==> config.mk <==
export PLATFORM = sky130hd
export DESIGN_NAME = extension_field_alu_gf31_4
export DESIGN_NICKNAME = d
export VERILOG_FILES = /design/src/sv/efa_pkg.sv /design/src/sv/extension_field_alu_gf31_4.sv
export SDC_FILE = /design/constraint.sdc
export NUM_CORES = 2
export LEC_CHECK = 0
export ABC_AREA = 1
export BUFFER_PORTS_ARGS = -buffer_cell sky130_fd_sc_hd__buf_4
export CAP_MARGIN = 20
export CORE_AREA = 2 2 465 375
export CTS_BUF_LIST = sky130_fd_sc_hd__clkbuf_8
export CTS_CLUSTER_SIZE = 40
export DETAILED_ROUTE_END_ITERATION = 8
export DIE_AREA = 0 0 467 377
export GPL_TIMING_DRIVEN = 0
export PLACE_DENSITY = 0.61
export SETUP_SLACK_MARGIN = 0.02
export SLEW_MARGIN = 20
export SYNTH_ARGS = -nofsm -noshare
export SYNTH_HDL_FRONTEND = slang
export SYNTH_SLANG_ARGS = --single-unit
==> constraint.sdc <==
create_clock -name clock -period 18.95 [get_ports clock]
set_input_delay 4.7375 -clock clock [delete_from_list [all_inputs] [get_ports clock]]
set_output_delay 4.7375 -clock clock [all_outputs]
set_load 0.01 [all_outputs]
==> src/sv/efa_pkg.sv <==
package efa_pkg;

   localparam int MODE_W    = 3;
   localparam int COEF_W    = 5;
   localparam int SCALAR_W  = 8;
   localparam int INT_W     = 64;
   localparam int NUM_COEF  = 4;
   localparam int GF_P      = 31;

   // Working width of every unreduced sum in the datapath.
   localparam int SUM_W     = 15;

   // The integer is taken apart in radix-32 chunks, since 32 = 31 + 1.
   localparam int CHUNK_W   = 5;
   localparam int NUM_CHUNK = (INT_W + CHUNK_W - 1) / CHUNK_W;

   // floor(x / 31) = (x * 33826) >> 20, exact for x below 34952.
   localparam int DIV_MUL_W = 16;
   localparam int DIV_SHIFT = 20;
   localparam logic [DIV_MUL_W-1:0] DIV31_MUL = 16'd33826;

   typedef enum logic [MODE_W-1:0] {
      MODE_ADD      = 3'd0,
      MODE_SCALE    = 3'd1,
      MODE_MUL      = 3'd2,
      MODE_EQUAL    = 3'd3,
      MODE_FROM_INT = 3'd4
   } mode_type;

   typedef logic [COEF_W-1:0]  coef_type;
   typedef logic [SUM_W-1:0]   sum_type;
   typedef coef_type [NUM_COEF-1:0] elem_type;
   typedef sum_type  [NUM_COEF-1:0] sums_type;

   // Binomial coefficients C(j,2) and C(j,3) for the chunk positions.
   localparam logic [7:0] BINOM2 [NUM_CHUNK] =
      '{8'd0, 8'd0, 8'd1, 8'd3, 8'd6, 8'd10, 8'd15, 8'd21, 8'd28, 8'd36, 8'd45, 8'd55,
        8'd66};
   localparam logic [7:0] BINOM3 [NUM_CHUNK] =
      '{8'd0, 8'd0, 8'd0, 8'd1, 8'd4, 8'd10, 8'd20, 8'd35, 8'd56, 8'd84, 8'd120,
        8'd165, 8'd220};

   function automatic sum_type div31(input sum_type x);
      logic [SUM_W+DIV_MUL_W-1:0] prod;
      prod = {{DIV_MUL_W{1'b0}}, x} * {{SUM_W{1'b0}}, DIV31_MUL};
      return sum_type'(prod[SUM_W+DIV_MUL_W-1:DIV_SHIFT]);
   endfunction

   function automatic coef_type mod31(input sum_type x);
      sum_type q;
      sum_type r;
      q = div31(x);
      r = x - sum_type'(q * sum_type'(GF_P));
      return r[COEF_W-1:0];
   endfunction

   // With 32^j = sum_i C(j,i) * 31^i, the value modulo 31^4 equals
   // S0 + 31*S1 + 31^2*S2 + 31^3*S3, where Si = sum_j C(j,i) * chunk_j.
   function automatic sums_type digit_sums(input logic [INT_W-1:0] v);
      logic [NUM_CHUNK*CHUNK_W-1:0] vp;
      sum_type n;
      sums_type s;
      vp = (NUM_CHUNK*CHUNK_W)'(v);
      s  = '0;
      for (int j = 0; j < NUM_CHUNK; j++) begin
         n    = sum_type'(vp[j*CHUNK_W +: CHUNK_W]);
         s[0] = s[0] + n;
         s[1] = s[1] + sum_type'(n * sum_type'(j));
         s[2] = s[2] + sum_type'(n * sum_type'(BINOM2[j]));
         s[3] = s[3] + sum_type'(n * sum_type'(BINOM3[j]));
      end
      return s;
   endfunction

endpackage

==> src/sv/extension_field_alu_gf31_4.sv <==
// Channel  Dir  Handshake            Payload
// req_     in   req_valid/req_stall  mode, a and b coefficients, scalar, int_value
// rsp_     out  rsp_valid/rsp_stall  r coefficients, equal
//
// One item is accepted per cycle while req_stall is low; a result passes every stage before it leaves.
// The depth is set by the base-31 carry chain of integer conversion, one digit per stage.
// Reset is synchronous and clears only the valid bits of the stages.
// Each stage holds while the stage after it is full and stalled, so bubbles are
// squeezed out and input keeps flowing until the pipeline is full.
module extension_field_alu_gf31_4
   import efa_pkg::*;
(
   input  logic                clock,
   input  logic                reset,

   input  logic                req_valid,
   output logic                req_stall,
   input  logic [MODE_W-1:0]   req_mode,
   input  logic [COEF_W-1:0]   req_a_coef0,
   input  logic [COEF_W-1:0]   req_a_coef1,
   input  logic [COEF_W-1:0]   req_a_coef2,
   input  logic [COEF_W-1:0]   req_a_coef3,
   input  logic [COEF_W-1:0]   req_b_coef0,
   input  logic [COEF_W-1:0]   req_b_coef1,
   input  logic [COEF_W-1:0]   req_b_coef2,
   input  logic [COEF_W-1:0]   req_b_coef3,
   input  logic [SCALAR_W-1:0] req_scalar,
   input  logic [INT_W-1:0]    req_int_value,

   output logic                rsp_valid,
   input  logic                rsp_stall,
   output logic [COEF_W-1:0]   rsp_r_coef0,
   output logic [COEF_W-1:0]   rsp_r_coef1,
   output logic [COEF_W-1:0]   rsp_r_coef2,
   output logic [COEF_W-1:0]   rsp_r_coef3,
   output logic                rsp_equal
);

   // Stage ready chain.
   logic s1_ready, s2_ready, s3_ready, s4_ready, s5_ready, out_ready;

   // Stage 1: input register.
   logic                s1_valid_ff;
   logic [MODE_W-1:0]   s1_mode_in, s1_mode_ff;
   elem_type            s1_a_in, s1_a_ff;
   elem_type            s1_b_in, s1_b_ff;
   logic [SCALAR_W-1:0] s1_scalar_in, s1_scalar_ff;
   logic [INT_W-1:0]    s1_int_in, s1_int_ff;

   // Stage 2: unreduced coefficient values and digit sums.
   logic                s2_valid_ff;
   sums_type            s2_val_in, s2_val_ff;
   sums_type            s2_dsum_in, s2_dsum_ff;
   logic                s2_eq_in, s2_eq_ff;
   logic                s2_int_in, s2_int_ff;
   sum_type             s2_conv [2*NUM_COEF-1];
   sums_type            s2_fold;

   // Stage 3: reduced coefficients and the lowest digit.
   logic                s3_valid_ff;
   elem_type            s3_coef_in, s3_coef_ff;
   coef_type            s3_dig0_in, s3_dig0_ff;
   sum_type             s3_carry_in, s3_carry_ff;
   sum_type             s3_sum2_ff, s3_sum3_ff;
   logic                s3_eq_ff, s3_int_ff;

   // Stage 4.
   logic                s4_valid_ff;
   elem_type            s4_coef_ff;
   coef_type            s4_dig0_ff;
   coef_type            s4_dig1_in, s4_dig1_ff;
   sum_type             s4_carry_in, s4_carry_ff;
   sum_type             s4_sum3_ff;
   logic                s4_eq_ff, s4_int_ff;

   // Stage 5.
   logic                s5_valid_ff;
   elem_type            s5_coef_ff;
   coef_type            s5_dig0_ff, s5_dig1_ff;
   coef_type            s5_dig2_in, s5_dig2_ff;
   sum_type             s5_carry_in, s5_carry_ff;
   logic                s5_eq_ff, s5_int_ff;

   // Result register.
   logic                out_valid_ff;
   elem_type            out_coef_in, out_coef_ff;
   logic                out_eq_ff;

   assign out_ready = !out_valid_ff || !rsp_stall;
   assign s5_ready  = !s5_valid_ff || out_ready;
   assign s4_ready  = !s4_valid_ff || s5_ready;
   assign s3_ready  = !s3_valid_ff || s4_ready;
   assign s2_ready  = !s2_valid_ff || s3_ready;
   assign s1_ready  = !s1_valid_ff || s2_ready;
   assign req_stall = !s1_ready;

   // ---------------- stage 1 ----------------
   assign s1_mode_in   = req_mode;
   assign s1_a_in      = {req_a_coef3, req_a_coef2, req_a_coef1, req_a_coef0};
   assign s1_b_in      = {req_b_coef3, req_b_coef2, req_b_coef1, req_b_coef0};
   assign s1_scalar_in = req_scalar;
   assign s1_int_in    = req_int_value;

   always_ff @(posedge clock) begin
      if (reset) begin
         s1_valid_ff <= 1'b0;
      end else if (s1_ready) begin
         s1_valid_ff <= req_valid;
      end
   end

   always_ff @(posedge clock) begin
      if (s1_ready) begin
         s1_mode_ff   <= s1_mode_in;
         s1_a_ff      <= s1_a_in;
         s1_b_ff      <= s1_b_in;
         s1_scalar_ff <= s1_scalar_in;
         s1_int_ff    <= s1_int_in;
      end
   end

   // ---------------- stage 2 ----------------
   // Schoolbook product, then x^k for k >= 4 folds onto x^(k-4) and x^(k-3).
   always_comb begin
      for (int k = 0; k < 2*NUM_COEF-1; k++) begin
         s2_conv[k] = '0;
      end
      for (int i = 0; i < NUM_COEF; i++) begin
         for (int j = 0; j < NUM_COEF; j++) begin
            s2_conv[i+j] = s2_conv[i+j] + sum_type'(sum_type'(s1_a_ff[i]) *
                                                     sum_type'(s1_b_ff[j]));
         end
      end
      for (int i = 0; i < NUM_COEF; i++) begin
         s2_fold[i] = s2_conv[i];
      end
      for (int k = NUM_COEF; k < 2*NUM_COEF-1; k++) begin
         s2_fold[k-NUM_COEF]   = s2_fold[k-NUM_COEF] + s2_conv[k];
         s2_fold[k-NUM_COEF+1] = s2_fold[k-NUM_COEF+1] + s2_conv[k];
      end
   end

   always_comb begin
      s2_val_in = '0;
      s2_eq_in  = 1'b0;
      unique case (s1_mode_ff)
         MODE_ADD: begin
            for (int i = 0; i < NUM_COEF; i++) begin
               s2_val_in[i] = sum_type'(s1_a_ff[i]) + sum_type'(s1_b_ff[i]);
            end
         end
         MODE_SCALE: begin
            for (int i = 0; i < NUM_COEF; i++) begin
               s2_val_in[i] = sum_type'(sum_type'(s1_b_ff[i]) * sum_type'(s1_scalar_ff));
            end
         end
         MODE_MUL: begin
            s2_val_in = s2_fold;
         end
         MODE_EQUAL: begin
            s2_eq_in = (s1_a_ff == s1_b_ff);
         end
         default: begin
            s2_val_in = '0;
         end
      endcase
   end

   assign s2_dsum_in = digit_sums(s1_int_ff);
   assign s2_int_in  = (s1_mode_ff == MODE_FROM_INT);

   always_ff @(posedge clock) begin
      if (reset) begin
         s2_valid_ff <= 1'b0;
      end else if (s2_ready) begin
         s2_valid_ff <= s1_valid_ff;
      end
   end

   always_ff @(posedge clock) begin
      if (s2_ready) begin
         s2_val_ff  <= s2_val_in;
         s2_dsum_ff <= s2_dsum_in;
         s2_eq_ff   <= s2_eq_in;
         s2_int_ff  <= s2_int_in;
      end
   end

   // ---------------- stage 3 ----------------
   always_comb begin
      for (int i = 0; i < NUM_COEF; i++) begin
         s3_coef_in[i] = mod31(s2_val_ff[i]);
      end
   end

   assign s3_dig0_in  = mod31(s2_dsum_ff[0]);
   assign s3_carry_in = s2_dsum_ff[1] + div31(s2_dsum_ff[0]);

   always_ff @(posedge clock) begin
      if (reset) begin
         s3_valid_ff <= 1'b0;
      end else if (s3_ready) begin
         s3_valid_ff <= s2_valid_ff;
      end
   end

   always_ff @(posedge clock) begin
      if (s3_ready) begin
         s3_coef_ff  <= s3_coef_in;
         s3_dig0_ff  <= s3_dig0_in;
         s3_carry_ff <= s3_carry_in;
         s3_sum2_ff  <= s2_dsum_ff[2];
         s3_sum3_ff  <= s2_dsum_ff[3];
         s3_eq_ff    <= s2_eq_ff;
         s3_int_ff   <= s2_int_ff;
      end
   end

   // ---------------- stage 4 ----------------
   assign s4_dig1_in  = mod31(s3_carry_ff);
   assign s4_carry_in = s3_sum2_ff + div31(s3_carry_ff);

   always_ff @(posedge clock) begin
      if (reset) begin
         s4_valid_ff <= 1'b0;
      end else if (s4_ready) begin
         s4_valid_ff <= s3_valid_ff;
      end
   end

   always_ff @(posedge clock) begin
      if (s4_ready) begin
         s4_coef_ff  <= s3_coef_ff;
         s4_dig0_ff  <= s3_dig0_ff;
         s4_dig1_ff  <= s4_dig1_in;
         s4_carry_ff <= s4_carry_in;
         s4_sum3_ff  <= s3_sum3_ff;
         s4_eq_ff    <= s3_eq_ff;
         s4_int_ff   <= s3_int_ff;
      end
   end

   // ---------------- stage 5 ----------------
   // The carry out of the top digit is dropped, which is the reduction mod 31^4.
   assign s5_dig2_in  = mod31(s4_carry_ff);
   assign s5_carry_in = s4_sum3_ff + div31(s4_carry_ff);

   always_ff @(posedge clock) begin
      if (reset) begin
         s5_valid_ff <= 1'b0;
      end else if (s5_ready) begin
         s5_valid_ff <= s4_valid_ff;
      end
   end

   always_ff @(posedge clock) begin
      if (s5_ready) begin
         s5_coef_ff  <= s4_coef_ff;
         s5_dig0_ff  <= s4_dig0_ff;
         s5_dig1_ff  <= s4_dig1_ff;
         s5_dig2_ff  <= s5_dig2_in;
         s5_carry_ff <= s5_carry_in;
         s5_eq_ff    <= s4_eq_ff;
         s5_int_ff   <= s4_int_ff;
      end
   end

   // ---------------- result register ----------------
   assign out_coef_in = s5_int_ff ?
                        {mod31(s5_carry_ff), s5_dig2_ff, s5_dig1_ff, s5_dig0_ff} :
                        s5_coef_ff;

   always_ff @(posedge clock) begin
      if (reset) begin
         out_valid_ff <= 1'b0;
      end else if (out_ready) begin
         out_valid_ff <= s5_valid_ff;
      end
   end

   always_ff @(posedge clock) begin
      if (out_ready) begin
         out_coef_ff <= out_coef_in;
         out_eq_ff   <= s5_eq_ff;
      end
   end

   assign rsp_valid   = out_valid_ff;
   assign rsp_r_coef0 = out_coef_ff[0];
   assign rsp_r_coef1 = out_coef_ff[1];
   assign rsp_r_coef2 = out_coef_ff[2];
   assign rsp_r_coef3 = out_coef_ff[3];
   assign rsp_equal   = out_eq_ff;

endmodule

==> key figures <==
Outcome
  – Status: complete, no violations

Setup path
  – Buf/Inv on CP: 6
  – Crit-path max FO: 54
  – Worst setup path class: in -> out
  – Worst path most repeated cell: nor2_1
  – CP Capture Type: output port
  – Crit. Startpoint: rsp_stall
  – CP delay by family, top: buffers and inverters
  – FF-to-FF Start: s1_a_ff[16]
  – Slowest cell on the critical path: inv_4
  – CP Launch Type: primary input
  – Slowest cell delay on critical path: 580 ps
  – Crit path arrival time: 7640 ps
  – Worst path cell trace: buf_4 -> nand2_2 -> nor2_1 -> inv_4 -> nor2_1 -> inv_4 -> nor2_1 -> inv_4 -> nor2_1 -> inv_6 -> nor2_1 -> buf_4
  – Critical Path RT: 14,210 ps

Detailed routing
  – Pre-antenna DRT Iters: 6
  – DRC violations left: 0
  – Iteration-0 DRC Markers: 3,301
  – Antenna viol nets, final: 0
  – Drt wl/cell: 18.6 microns
  – Via density: approximately 5
  – Via count: about 49,000
  – Detailed Route WL: between 150,000 and 200,000 microns

Cells and area
  – Share of cells above drive strength 1: between 4 and 5%
  – Nets: 10,000
  – Most frequent cells in the layout: 2,031 x inv_1, 1,417 x ha_1, 1,259 x nand2_1
  – Most common cell after layout, fill and taps aside: inv_1
  – P&R area growth vs syn: 8.40%

Synth
  – Post-Syn Area per Cell: between 9 and 10 sq um
  – Sequential fraction of the synthesis area: 19.1%
  – Async set or reset register ratio after synthesis: 0%
  – Synthesized Nets: 9,813
  – Synth warnings: 0
  – Flop and latch count out of synthesis: 436
  – Top FF cell, synth: edfxtp_1
  – Mapped cell area: 68,300 sq um
  – EDFF count, synth: 430
  – Cells after synthesis: 7,441
  – Cell variety after synth: 56

Floorplanning
  – Die Wd: 467 microns
  – Placement Rows: 136
  – Core box area: around 170,000 sq um
  – Full die area: 176,000 sq um
  – Top Ports: 142
  – Die height: 377 microns
  – Initial core utilization: 39.9%

Timing
  – Relative slew slack: 15.3%
  – Setup violators final: 0
  – Tcrit/Tclk final: about two thirds
  – Hold Fails Final Rpt: 0
  – Minimum clock period: 12,380 ps
  – RSZ-0062 raised after global routing: false
  – Max Clock Skew: 75.2 ps
  – Count of final max-slew check failures: 0
  – Setup TNS: 0 ps
  – Worst-margin pin slew: 1270 ps
  – Max Clock Freq: 80.8 MHz

Clock network
  – Clk slew on worst S/H paths: 60 ps
  – CTS resizes: 0
  – Clk buf depth: 3
  – Num CTS Buffers: 81
  – Clock Latency Late Sink: between 700 and 800 ps
  – CTS Hold Bufs: 0
  – Postcts setup bufs: 0
  – Root Buffer: clkbuf_8
  – CTS tree: done
  – H-tree levels: 3
  – Count of clock tree sinks: 436

GRT
  – Largest net degree at the start of global routing: 75
  – Tot GR Track Use: 21.7%
  – GRT overflow: 0
  – Initial antenna violation count: 9
  – Vias in the first global route: 50,700
  – Global-route wire length before repair: approximately 290,000 microns

Hold path
  – Min-Delay Path Class: reg -> reg
  – Worst hold start: s3_coef_ff[2]

Placed design
  – IO Port Bufs: 141
  – DP HPWL: 158,000 microns
  – RD Place Congestion: 0.957

Run
  – Max Cap Violations: 0
==> Yosys cell counts, drive strengths merged, types with 11 or more instances <==
master | n | area [sq um]
xor2 | 138 | 1230
o21ai | 162 | 830
nand4 | 24 | 150
inv | 2032 | 7630
fa | 836 | 16700
a211oi | 11 | 82.6
a21o | 20 | 151
nand3 | 179 | 906
nor2 | 162 | 608
o21bai | 19 | 143
a31oi | 16 | 100
edfxtp | 430 | 12900
nand2 | 1273 | 4810
o2111ai | 14 | 123
ha | 1417 | 17700
nor3 | 35 | 208
xnor2 | 94 | 823
a21oi | 336 | 1690
or2 | 16 | 103
nand3b | 25 | 188
clkbuf | 123 | 462
nor4 | 12 | 81.3
==> worst register-to-register path: cells and delay by family, from the launching register on <==
family	cells	cell delay, ps
adder cells (fa/ha/maj)	11	5180
XOR/XNOR	1	740
AND/OR/NAND/NOR	2	280
AO/OA/AOI/OAI	8	1770
flip-flops	1	490
buffers and inverters	8	1950
==> per-layer routing <==
| metal | track usage [%] | vias up | routed length (microns) |
|---|---|---|---|
| met5 | 0 | - | 27 |
| met4 | 5.57 | 4 | 4680 |
| met1 | 31.9 | 23800 | 89400 |
| met3 | 4.22 | 228 | 14300 |
| li1 | - | 23700 | - |
| met2 | 32.3 | 1471 | 77400 |
==> cells by family (layout without fill, tap and decap cells) <==
logic type | Yosys count | in the layout | share of synthesized area, %
other | 0 | 3 | 0
buffers and inverters | 2164 | 2454 | 11.9
AO/OA/AOI/OAI | 621 | 621 | 5.07
adder cells (fa/ha/maj) | 2253 | 2253 | 50.5
flip-flops | 436 | 436 | 19.1
AND/OR/NAND/NOR | 1735 | 1735 | 10.4
XOR/XNOR | 232 | 232 | 3.01
==> stage by stage <==
| stage | setup WS [ps] | util [%] | cell area [sq um] | std cells | hold WS [ps] |
|---|---|---|---|---|---|
| after global routing | 6230 | 43.3 | 74000 | 10000 | 403 |
| after global placement | -1110 | 42.2 | 72200 | 9859 | 402 |
| after floorplan | 2310 | - | 68300 | 7441 | 400 |
| final | 6570 | 43.3 | 74000 | 10000 | 396 |
| after detailed placement | 6070 | 42.3 | 72300 | 9864 | 405 |
| after CTS | 6060 | 43.3 | 74000 | 10000 | 381 |
==> area by class of cell <==
| type | count | area [sq um] |
|---|---|---|
| multi-input combinational | 4841 | 47100 |
| buffer | 132 | 498 |
| tap | 2277 | 2850 |
| timing repair buffer | 146 | 1180 |
| fill | 16500 | 97000 |
| inverter | 2032 | 7650 |
| sequential | 436 | 13000 |
| clock inverter | 62 | 546 |
| clock buffer | 82 | 1130 |
| antenna | 3 | 7.51 |
==> final timing paths <==
path                                 endpoint  slack (ps)  cells after the start
worst min register to register  s4_coef_ff[2]         400                      0
worst max-delay path                req_stall        6570                     12
worst min-delay path            s4_coef_ff[2]         400                      0
worst max register to register  s2_val_ff[38]        8180                     30
==> sequential cells by signal, summed over array words and instances (netlist names), 14 cells and up <==
signal / count
s5_coef_ff: 20
s3_coef_ff: 20
s3_sum2_ff: 15
s5_carry_ff: 15
s4_coef_ff: 20
s4_carry_ff: 15
s1_b_ff: 20
s3_carry_ff: 14
s3_sum3_ff: 15
s1_int_ff: 64
s2_val_ff: 55
s2_dsum_ff: 52
s4_sum3_ff: 15
s1_a_ff: 20
Power is not shown: default switching activity piles up to over one toggle a cycle in this logic, so the estimate is an artifact.
